File: config.mk
export PLATFORM = sky130hd
export DESIGN_NAME = scsa_ram
export DESIGN_NICKNAME = d
export VERILOG_FILES = /design/src/hdl/size_class_slab_allocator_assert.svh /design/src/hdl/scsa_ram.sv
export SDC_FILE = /design/constraint.sdc
export NUM_CORES = 1
export LEC_CHECK = 0
export BUFFER_PORTS_ARGS = -buffer_cell sky130_fd_sc_hd__buf_2
export CAP_MARGIN = 15
export CORE_MARGIN = 2
export CORE_UTILIZATION = 54
export DETAILED_ROUTE_END_ITERATION = 10
export GPL_ROUTABILITY_DRIVEN = 0
export GPL_TIMING_DRIVEN = 0
export PLACE_DENSITY = 0.71
export SLEW_MARGIN = 20
export SYNTH_ARGS = -nofsm -noshare
export SYNTH_HDL_FRONTEND = slang
export SYNTH_SLANG_ARGS = --single-unit
export TNS_END_PERCENT = 10
File: constraint.sdc
create_clock -name aclk -period 22 [get_ports aclk]
set_clock_uncertainty 0.15 [all_clocks]
set_input_delay 4.4 -clock aclk [delete_from_list [all_inputs] [get_ports aclk]]
set_output_delay 4.4 -clock aclk [all_outputs]
set_load 0.05 [all_outputs]
File: src/hdl/size_class_slab_allocator_assert.svh
// Assertion macros for the slab allocator.
// Depends on nothing; included by the top level.
`ifndef SIZE_CLASS_SLAB_ALLOCATOR_ASSERT_SVH
`define SIZE_CLASS_SLAB_ALLOCATOR_ASSERT_SVH
`ifndef SYNTHESIS
`define SCSA_ASSERT_IMP(label, clk, rst_n, a, b) \
    label: assert property (@(posedge clk) disable iff (!(rst_n)) (a) |-> (b)) \
        else $error("assertion failed");
`define SCSA_ASSERT_NXT(label, clk, rst_n, a, b) \
    label: assert property (@(posedge clk) disable iff (!(rst_n)) (a) |=> (b)) \
        else $error("assertion failed");
`else
`define SCSA_ASSERT_IMP(label, clk, rst_n, a, b)
`define SCSA_ASSERT_NXT(label, clk, rst_n, a, b)
`endif
`endif

File: src/hdl/scsa_ram.sv
// Generic single-write, single-read RAM with registered read data.
// No dependencies.
`timescale 1ns / 1ps
module scsa_ram #(
    parameter int WIDTH  = 64,
    parameter int DEPTH  = 16,
    parameter int ADDR_W = (DEPTH > 1) ? $clog2(DEPTH) : 1
) (
    input  logic              aclk,
    input  logic              we,
    input  logic [ADDR_W-1:0] waddr,
    input  logic [WIDTH-1:0]  wdata,
    input  logic [ADDR_W-1:0] raddr,
    output logic [WIDTH-1:0]  rdata
);
    logic [WIDTH-1:0] mem [DEPTH];

    always_ff @(posedge aclk) begin
        if (we) begin
            mem[waddr] <= wdata;
        end
        rdata <= mem[raddr];
    end
endmodule

# == Word-level counts from Yosys, hierarchy flattened ==
# Memory sizes are Yosys's and may differ from the RTL's. A register that Yosys moved wholly into a read port is not among the register bits.
# Cells that the tools add are included.
# word_totals
register_bits,0
mem_bits_rw,1024
inputBits,74
output_inout_bits,64
wordCells,3
memories,1
# memory_table
memory,depth,width,rd,rd_clocked_by_memory_dff,wr,line,text
mem,16,64,1,1,1,scsa_ram.sv:16,logic [WIDTH-1:0] mem [DEPTH];
# op_classes
mux,2
# op_table
operator,n
$mux 1,2

# == Longest topological paths before layout ==
# logic_depth
depth_word,2
depth_mapped,6
ltp_nobuf,3

# == Worst setup path before layout ==
# No wires, ideal clock.
# synth_timing
path_type,input to register
startpoint,input port waddr[2]
endpoint,"memory mem[0][0], enable pin"
setup_ns,0.565
arrival_ns,9.263
required_time_ns,21.285
setup_slack_ns,12.021
path_stages,2
path_buffers,0
cell_sequence,or3b_2 > nor3_1
# synth_lines
item,line,text
from (decl),scsa_ram.sv:11,"input logic [ADDR_W-1:0] waddr,"
to (decl),scsa_ram.sv:16,
# Straight into the memory's write port.

# == Worst setup path in the final report ==
# layout_timing
startpoint,input port waddr[3]
endpoint,"memory mem[4][37], enable pin"
# Straight into the memory's write port.

==> results.sh <==
export IMPL_gr_total_overflow=0
export IMPL_io_pins=138
export IMPL_worst_hold_path_endpoint="rdata[52]"
export IMPL_maxSlewViolCount=0
export IMPL_syn_nets=1721
export IMPL_layout_drive_gt1_share_pct=33.62
export IMPL_grt_max_degree=20
export IMPL_cts_path_max_buffers=3
export IMPL_period_share_pct=29.37
export IMPL_r2r_cells=3
export IMPL_rsz0062_at_grt="no"
export IMPL_fin_crit_ns=6.460
export IMPL_synth_top_cell_area_share_pct=77.69
export IMPL_grt_usage_pct=24.09
export IMPL_drt_iter0_markers=2247
export IMPL_synth_edf_count=1024
export IMPL_die_w_um=274.7
export IMPL_timing_fmax_mhz=154.8
export IMPL_r2r_start="mem[2][34]"
export IMPL_cts_resized=0
export IMPL_cp_start_kind="input pin"
export IMPL_yosysMostFrequentCell="edfxtp_1"
export IMPL_multiInputGateArea_um2=7212
export IMPL_area_delta_synth_final_pct=18.04
export IMPL_final_cell_area_um2=46720
export IMPL_cts_buffers_inserted=105
export IMPL_synthCells=1647
export IMPL_yosysWarningCount=0
export IMPL_power_leakage_uw=0.01521
export IMPL_synth_common_cells="edfxtp_1, mux4_2, a22oi_1, nand2_1, dfxtp_1"
export IMPL_power_density_nw_per_um2=95.77
export IMPL_arrival_ns=6.67
export IMPL_cts_tree="done"
export IMPL_synth_ff_type="edfxtp_1"
export IMPL_clock_latency_ns=0.67
export IMPL_finalHoldViolCount=0
export IMPL_syn_area_um2=39580
export IMPL_rrSetupSlack_ns=20.35
export IMPL_hold_buffers=0
export IMPL_worstPathMaxFanout=7
export IMPL_die_area_um2=75480
export IMPL_crit_type="in2reg"
export IMPL_synth_distinct_cells=18
export IMPL_outcome="completed"
export IMPL_core_area_um2=72710
export IMPL_setup_viol=0
export IMPL_placed_area_um2=43090
export IMPL_grt_pass1_wl_um=129800
export IMPL_via_count=18820
export IMPL_nets=2053
export IMPL_antenna_found_initial=8
export IMPL_maxCapViolCount=0
export IMPL_whs_path_depth=3
export IMPL_critPathCaptureType="register"
export IMPL_root_buffer="clkbuf_16"
export IMPL_ir_worst_vdd_mv=0.07676
export IMPL_drtPass1Iterations=5
export IMPL_wirelength_um=88890
export IMPL_async_reset_ff_share_pct=0
export IMPL_final_antenna_net_count=0
export IMPL_tightest_slew_ns=0.9730
export IMPL_r2r_end="rdata[34]"
export IMPL_drt_vias_per_instance=6.212
export IMPL_final_core_util_pct=64.26
export IMPL_wire_per_inst_um=29.34
export IMPL_drcViolationCount=0
export IMPL_nFillCells=4588
export IMPL_syn_avg_cell_area_um2=24.03
export IMPL_io_buffers=135
export IMPL_finalSetupTns_ns=0
export IMPL_htree_levels=3
export IMPL_cts_setup_buffers=0
export IMPL_worstHoldPathType="reg2reg"
export IMPL_hp_start="mem[12][52]"
export IMPL_rows=99
export IMPL_seq_area_um2=32030
export IMPL_die_h_um=274.7
export IMPL_ys_seq_area_share_pct=80.92
export IMPL_worstPathRequired_ns=22.21
export IMPL_dp_hpwl_um=55620
export IMPL_ys_top_cells_by_area="edfxtp_1, mux4_2, dfxtp_1"
export IMPL_cts_sinks=1088
export IMPL_synth_seq_cells=1088
export IMPL_maxSlewHeadroom_pct=35.13
export IMPL_cts_clk_slew_worst_paths_ns=0.06
export IMPL_start_util_pct=54.44
export IMPL_grt_pass1_vias=19720
export IMPL_synth_area_leader_cell="edfxtp_1"
## flip-flops by register name (all words and copies together), names as in the netlist
register and count:
mem 1024, rdata 64
## cells by family (layout without fill, tap and decap cells)
family / count (synthesis) / count (layout) / share of synthesized area (%)
other cells: 0 / 3 / 0
mux: 256 / 256 / 14.57
compound gates: 128 / 128 / 2.428
buf+inv: 84 / 504 / 1.141
flops: 1088 / 1088 / 80.92
simple gates: 91 / 91 / 0.9420
## placed cells by master, fill, tap and decap left out, types with 12 or more instances in the layout
cell	count
a22oi_1	128
buf_6	24
buf_1	16
buf_2	148
buf_12	17
mux4_2	256
clkinv_2	16
nand2_1	65
clkbuf_16	105
buf_4	38
clkbuf_1	55
clkinv_1	12
bufinv_16	20
buf_16	29
nor2_4	12
edfxtp_1	1024
dfxtp_1	64
## power by group
group          leakage (µW)  switching [µW]  internal (µW)
combinational       0.00368             173           90.5
sequential          0.00979            13.1           2320
clock               0.00174             757           1120
## layer usage
layer | share of wire [%] | vias to the layer above | wire, µm | global-route usage [%]
li1 | - | 7743 | - | -
met1 | 40 | 9965 | 35260 | 33.98
met2 | 50 | 944 | 44090 | 38.80
met3 | 8.3 | 157 | 7374 | 4.635
met4 | 2.4 | 8 | 2106 | 7.466
met5 | 0.068 | - | 60 | 0
## per-stage QoR
stage	hold WS, ns	cells	setup slack (ns)	total power, µW
finish	0.5165	3029	15.54	4475
global route	0.5550	3027	15.46	4593
CTS	0.5138	3026	15.56	4499
detailed placement	0.5055	2831	14.88	2638
global placement	0.5077	2741	6.664	2623
floorplan	0.4849	1647	12.02	2533
## how the worst max path moves through the flow
stage	start	to	cells after the start
floorplan	waddr[2]	mem[0][0]	2
global placement	we	mem[12][54]	3
detailed placement	waddr[3]	mem[4][38]	9
CTS	waddr[3]	mem[4][41]	9
global route	waddr[3]	mem[4][41]	9
finish	waddr[3]	mem[4][37]	9
## worst max-delay path: stages
cell      delay, ns
buf_2          0.13
nand3b_1       0.37
nor3_2         0.65
buf_6          0.25
buf_6          0.16
buf_4          0.18
buf_4          0.16
buf_4          0.18
buf_4          0.18
## final cells by class
| class | count | area share [%] |
|---|---|---|
| Sequential cell | 1088 | 68.56 |
| Multi-Input combinational cell | 475 | 15.44 |
| Clock buffer | 127 | 5.865 |
| Timing Repair Buffer | 225 | 4.694 |
| Tap cell | 959 | 2.568 |
| Clock inverter | 68 | 1.899 |
| Buffer | 84 | 0.9667 |
| Antenna cell | 3 | 0.01607 |
Power figures use the tool's default switching activity.
