**src/hdl/size_class_slab_allocator_assert.svh**
```systemverilog
// Assertion macros for the slab allocator.
// Depends on nothing; included by the top level.
`ifndef SIZE_CLASS_SLAB_ALLOCATOR_ASSERT_SVH
`define SIZE_CLASS_SLAB_ALLOCATOR_ASSERT_SVH
`ifndef SYNTHESIS
`define SCSA_ASSERT_IMP(label, clk, rst_n, a, b) \
    label: assert property (@(posedge clk) disable iff (!(rst_n)) (a) |-> (b)) \
        else $error("assertion failed");
`define SCSA_ASSERT_NXT(label, clk, rst_n, a, b) \
    label: assert property (@(posedge clk) disable iff (!(rst_n)) (a) |=> (b)) \
        else $error("assertion failed");
`else
`define SCSA_ASSERT_IMP(label, clk, rst_n, a, b)
`define SCSA_ASSERT_NXT(label, clk, rst_n, a, b)
`endif
`endif

```
**src/hdl/scsa_pkg.sv**
```systemverilog
// Package for the slab allocator: defaults, field widths, codes, types.
// No dependencies.
`timescale 1ns / 1ps
package scsa_pkg;
    localparam int NUM_CLASSES_DEF    = 4;
    localparam int MAX_SLOTS_DEF      = 256;
    localparam int MAX_SLAB_BYTES_DEF = 4096;
    localparam int SIZE_REGS          = 4;
    localparam int SIZE_W             = 13;
    localparam int ADDR_W             = 16;
    localparam int GRANT_W            = 14;
    localparam int CCOUNT_W           = 3;
    localparam int WORD_W             = 64;

    localparam logic [2:0] REG_SLAB_BYTES  = 3'd0;
    localparam logic [2:0] REG_CLASS_COUNT = 3'd1;
    localparam logic [2:0] REG_SIZE_A      = 3'd2;
    localparam logic [2:0] REG_SIZE_B      = 3'd3;
    localparam logic [2:0] REG_SIZE_C      = 3'd4;
    localparam logic [2:0] REG_SIZE_D      = 3'd5;

    typedef enum logic [1:0] {
        STAT_OK, STAT_NO_SIZE, STAT_FULL, STAT_BAD_ADDR
    } status_t;

    typedef enum logic [3:0] {
        ST_CLEAR, ST_IDLE, ST_A_CNT, ST_A_CNTW, ST_A_RD, ST_A_CHK, ST_A_MUL,
        ST_F_CHK, ST_F_D1, ST_F_D2, ST_F_D3, ST_F_RD, ST_F_WR, ST_DONE
    } state_t;

    typedef struct packed {
        logic              start;
        logic [ADDR_W-1:0] dividend;
        logic [SIZE_W-1:0] divisor;
    } div_req_t;

    typedef struct packed {
        logic              done;
        logic [ADDR_W-1:0] quotient;
        logic [SIZE_W-1:0] remainder;
    } div_rsp_t;
endpackage

```
**src/hdl/scsa_div.sv**
```systemverilog
// Restoring divider, one quotient bit per cycle; start is ignored while busy.
// Depends on scsa_pkg. Divisor must be nonzero.
`timescale 1ns / 1ps
module scsa_div
    import scsa_pkg::*;
(
    input  logic     aclk,
    input  logic     aresetn,
    input  div_req_t req,
    output div_rsp_t rsp
);
    logic [ADDR_W-1:0] quo_reg, quo_next;
    logic [SIZE_W-1:0] rem_reg, rem_next;
    logic [SIZE_W-1:0] dvs_reg;
    logic [4:0]        cnt_reg;
    logic              busy_reg, done_reg;
    logic [SIZE_W:0]   sh;
    logic              qbit;

    always_comb begin
        sh   = {rem_reg, quo_reg[ADDR_W-1]};
        qbit = (sh >= {1'b0, dvs_reg});
        rem_next = qbit ? SIZE_W'(sh - {1'b0, dvs_reg}) : SIZE_W'(sh);
        quo_next = {quo_reg[ADDR_W-2:0], qbit};
    end

    always_ff @(posedge aclk) begin
        if (!aresetn) begin
            busy_reg <= 1'b0;
            done_reg <= 1'b0;
            cnt_reg  <= '0;
        end else begin
            done_reg <= 1'b0;
            if (busy_reg) begin
                quo_reg <= quo_next;
                rem_reg <= rem_next;
                cnt_reg <= cnt_reg + 5'd1;
                if (cnt_reg == 5'(ADDR_W - 1)) begin
                    busy_reg <= 1'b0;
                    done_reg <= 1'b1;
                end
            end else if (req.start) begin
                quo_reg  <= req.dividend;
                rem_reg  <= '0;
                dvs_reg  <= req.divisor;
                cnt_reg  <= '0;
                busy_reg <= 1'b1;
            end
        end
    end

    assign rsp.done      = done_reg;
    assign rsp.quotient  = quo_reg;
    assign rsp.remainder = rem_reg;
endmodule

```
**config.mk**
```make
export PLATFORM = sky130hd
export DESIGN_NAME = scsa_div
export DESIGN_NICKNAME = d
export VERILOG_FILES = /design/src/hdl/size_class_slab_allocator_assert.svh /design/src/hdl/scsa_pkg.sv /design/src/hdl/scsa_div.sv
export SDC_FILE = /design/constraint.sdc
export NUM_CORES = 1
export LEC_CHECK = 0
export BUFFER_PORTS_ARGS = -buffer_cell sky130_fd_sc_hd__buf_2
export CORE_UTILIZATION = 54
export CTS_CLUSTER_SIZE = 14
export DETAILED_ROUTE_END_ITERATION = 10
export MAX_ROUTING_LAYER = met4
export PLACE_DENSITY = 0.84
export SLEW_MARGIN = 0
export SYNTH_ARGS = -nofsm -noshare
export SYNTH_HDL_FRONTEND = slang
export SYNTH_SLANG_ARGS = --single-unit
```
**constraint.sdc**
```tcl
create_clock -name aclk -period 2.9 [get_ports aclk]
set_clock_uncertainty 0.05 [all_clocks]
set_input_delay 0.58 -clock aclk [delete_from_list [all_inputs] [get_ports aclk]]
set_output_delay 0.58 -clock aclk [all_outputs]
set_load 0.03 [all_outputs]
```
# Word-level counts from Yosys, hierarchy flattened
# Cells that the tools add are included.
[totals] ff_bits=49 latch_bits=0 mem_bits_rw=0 romBits=0 output_inout_bits=30 elab_cells=26 mem_count=0
[classes] n_addsub=2 multipliers=0 div_mod_pow=0 order_cmp=1 eq_ne=1 shift=0 mux=11 n_bitwise=1 reduce_logical=4
[op_table] operator="13-bit 2-to-1 mux" count=3
[op_table] operator="16-bit 2-to-1 mux" count=2
[op_table] operator="14-bit by 13-bit >= comparator with 1-bit output" count=1
[op_table] operator="13-bit subtractor" count=1
[op_table] operator="5-bit 2-to-1 mux" count=2
[op_table] operator="5-bit by 1-bit adder with 5-bit output (second input constant)" count=1
[op_table] operator="5-bit by 4-bit equality test with 1-bit output (second input constant)" count=1
[op_table] operator="1-bit 2-to-1 mux" count=4
[op_table] operator="2-bit AND reduction" count=2
[op_table] operator="3-bit AND reduction" count=1
[op_table] operator="2-bit nonzero test" count=1
[op_table] operator="1-bit inverter" count=1

# Logic depth before layout (Yosys ltp)
[logic_depth] depth_word=3 depth_mapped=11

# Worst setup path after synthesis
# OpenSTA, ideal clock, no wires.
[synth_path] kind="flip-flop to flip-flop" start="register quo_reg[15]" end="register rem_reg[12], data pin" setup_time_ns=0.261 arrival_ns=2.519 required_ns=2.589 slack_ns=0.070 path_stages_with_launch=11 synth_period_minus_slack_ns=2.830 path_cell_list="edfxtp_1 -> inv_1 -> ha_1 -> inv_1 -> fa_1 -> a211oi_2 -> o21ai_2 -> a2111oi_2 -> nor3_1 -> and4b_1 -> a311o_1"
[synth_via] elab_chain_len=3 word_cells_on_any_way=4 classes_between="1 x add/sub; 1 x order compare; 2 x mux"
[synth_lines] element="start, declared" line_no="scsa_div.sv:12" source="logic [ADDR_W-1:0] quo_reg, quo_next;"
[synth_lines] element="start signal, assigned" line_no="scsa_div.sv:35" source="quo_reg <= quo_next;"
[synth_lines] element="start signal, assigned" line_no="scsa_div.sv:43" source="quo_reg <= req.dividend;"
[synth_lines] element="13-bit subtractor or 14-bit by 13-bit >= comparator with 1-bit output (tied branches)" line_no="scsa_div.sv:23, scsa_div.sv:22"
[synth_lines] element="13-bit 2-to-1 mux *" line_no="scsa_div.sv:23" source="rem_next = qbit ? SIZE_W'(sh - {1'b0, dvs_reg}) : SIZE_W'(sh);"
[synth_lines] element="13-bit 2-to-1 mux *" line_no="scsa_div.sv:34" source="if (busy_reg) begin"
[synth_lines] element="end signal, assigned" line_no="scsa_div.sv:36" source="rem_reg <= rem_next;"
[synth_lines] element="end, declared" line_no="scsa_div.sv:13" source="logic [SIZE_W-1:0] rem_reg, rem_next;"
# Every way passes the cells marked *; elsewhere a longest branch is shown, timed or not.
# A chain may end at the register's enable or synchronous reset.

# Final worst setup path
# Same ends and word-level chain as after synthesis.

==> results.md <==
* Final nets at between 300 and 400
* Die Height at approximately 72 um
* Share of power burned in registers at 0.515
* Total CTS buffers at 5
* Area Growth Syn to Fin at 19.2%
* Routed len/inst at around 14 um
* Syn Inst Count at 221
* Top_reg_cell synth: edfxtp_1
* CP Max Fanout at 4
* Clock power frac at 0.250
* Core Util, Final at 0.671
* DRC at 0
* Critical path class: reg -> reg
* Die Wd at roughly 72 um
* Cell accounting for the most synthesized area: edfxtp_1
* R2R depth at 10
* Hold slack at between 0.4 and 0.5 ns
* Hold Path Cell Cnt at 1
* Clock Sinks at slightly below 50
* Sw power at 0.466 mW
* Outcome: completed
* Top cell type's share of synthesized area at 0.474
* Top cells by area, synth: edfxtp_1, ha_1, mux2_2
* Top cells by count, synth: edfxtp_1, inv_1, ha_1, mux2_2, nand2_1
* Grt ovf at 0
* Synth warn at 0
* Hold/Removal Path Class: in -> reg
* Design Power at between 1.5 and 2 mW
* Initial antenna violation count at 0
* Post-synthesis cell area at between 2000 and 3000 sq um
* Slew headroom at 0.647
* Internal at 1.17 mW
* CP required at slightly below 3 ns
* CTS Hold Bufs at 0
* Final Critical Period at around 2.8 ns
* Largest register FFs at 16
* Nature of the critical path endpoint: register
* Endpoints failing hold at 0
* Layout Cells excl Fill at 357
* Pleak at ~1.4 nW
* Starting Density at 0.563
* Wirelength, routed at 4.99 mm
* Layout cells sized above 1 at 0.345
* 1st-iter DRT viols at 115
* Setup violators final at 0
* Post-synthesis sequential area ratio at 0.527
* Count of input and output buffers at 61
* Core Area at 4720 sq um
* Root Buffer Master: clkbuf_8
* Routed via count at around 1,900
* Least-Margin Pin Slew at roughly 0.52 ns
* Worst-Skew Late Latency at 0.30 ns
* GP Congestion at ~0.86
* Routed Antenna Nets at 0
* Maximum VDD drop at 286 uV
* Layout filler cell count at 354
* Post-synth EDFFs at 42
* Critical Path AT at about 2.8 ns
* Max Buffers Root-to-Sink at 2
* Pwr dens at between 500 and 600 nW/um^2
* Top-count cell post-synth: edfxtp_1
* Seq. cell area at 1400 sq um
* Vias in the first global route at about 1,800
* Synth unique cells at 45
* I/O pin count at 62
* Dpl hpwl at approximately 3.6 mm
* Dpl cells at roughly 350
* Logic gate share of total power at 0.235
* Max_cap viols at 0
* Largest net degree at the start of global routing at 48
* CP Launch Type: register
* Die ar. at about 5200 sq um
* Worst-path clk slew at about 0.09 ns
* GRT Resource Usage Total at 0.210
* Global-route wire length before repair at between 8 and 9 mm
* TritonRoute pass-1 iters at 4
* Syn Nets at around 270
* Maximum clock rate at 0.361 GHz
* Synth Register Bits at between 40 and 50
* Sw frac at 0.285
* Antenna Cells at 0
* Syn_area_per_cell at between 10 and 15 sq um
* H-tree depth at 2
* Multi-input gate area at 1170 sq um
* Fin. max-slew vios at 0
* Cell Rows at 25
* Synth async-reset ratio at 0
* Tcrit/Tclk final at 0.956
* Vias per std cell at ~5.3
* CTS tree: yes
[cell families after synthesis]
group | Yosys count | synth area share
simple gates | 55 | 0.109
flops | 49 | 0.527
compound gates | 48 | 0.135
buf+inv | 24 | 0.0381
mux | 22 | 0.0899
fa+ha+maj | 16 | 0.0781
xor+xnor | 7 | 0.0231
[per-stage QoR]
| stage | cell area (sq um) | setup slack, ns | setup TNS (ns) |
|---|---|---|---|
| after floorplan | 2660 | 0.0698 | 0 |
| after global placement | 3050 | 0.154 | 0 |
| after detailed placement | 3050 | 0.115 | 0 |
| after CTS | 3140 | 0.0800 | 0 |
| after global routing | 3170 | -0.00993 | -0.00993 |
| final | 3170 | 0.128 | 0 |
[worst max-delay path: stages (launching register included)]
cell	delay (ns)
edfxtp_1	0.43
inv_1	0.08
ha_1	0.15
inv_1	0.05
fa_1	0.43
a211oi_2	0.26
o21ai_2	0.15
a2111oi_4	0.32
nor3_1	0.11
and4b_1	0.21
a311o_1	0.31
[power groups by stage]
stage	Clock [mW]	Sequential (mW)	Combinational (mW)
3_5_place_dp	0	0.857	0.375
2_1_floorplan	0	0.914	0.220
4_1_cts	0.418	0.842	0.378
5_1_grt	0.442	0.847	0.416
3_3_place_gp	0	0.856	0.367
6_report	0.409	0.842	0.385
[path summary, 6_finish.rpt]
check,start,to,slack [ns]
max,quo_reg[15]$_DFFE_PP_,rem_reg[12]$_SDFFCE_PN0P_,0.13
min,req[12],dvs_reg[12]$_DFFE_PP_,0.40
min reg2reg,quo_reg[8]$_DFFE_PP_,quo_reg[9]$_DFFE_PP_,0.53
max reg2reg,quo_reg[15]$_DFFE_PP_,rem_reg[12]$_SDFFCE_PN0P_,0.13
[routing by layer]
layer | up-vias | wire (um) | global-route usage
met5 | - | 0 | -
met1 | 892 | 2360 | 0.277
met4 | 0 | 51 | 0.0654
li1 | 948 | - | -
met3 | 7 | 192 | 0.0486
met2 | 51 | 2390 | 0.324
[area by class of cell]
class,count,share of cell area
Tap cell,67,0.0264
Clock buffer,7,0.0272
Clock inverter,1,0.00197
Multi-Input combinational cell,148,0.369
Inverter,17,0.0201
Sequential cell,49,0.442
Timing Repair Buffer,68,0.113
[what timing repair did]
action,4_1_cts,5_1_grt
buffers inserted,0,2
setup endpoints to repair,0,2
resized for setup,0,1
[placed cells by master (no fill, tap or decap), types with 3 or more instances in the layout]
cell,count
buf_2,61
edfxtp_1,42
inv_1,17
mux2_2,15
ha_1,15
nand2_1,14
a21oi_1,12
nor2_1,11
nor2b_1,10
o21ai_0,8
mux2i_1,7
dfxtp_1,7
buf_4,7
clkbuf_8,6
o211ai_1,4
o21a_1,4
nor3_1,4
xnor2_1,4
and3_1,3
nor3b_1,3
o22ai_1,3
xor2_1,3
o211a_1,3
Note: power is estimated with default switching activity, not from simulation.
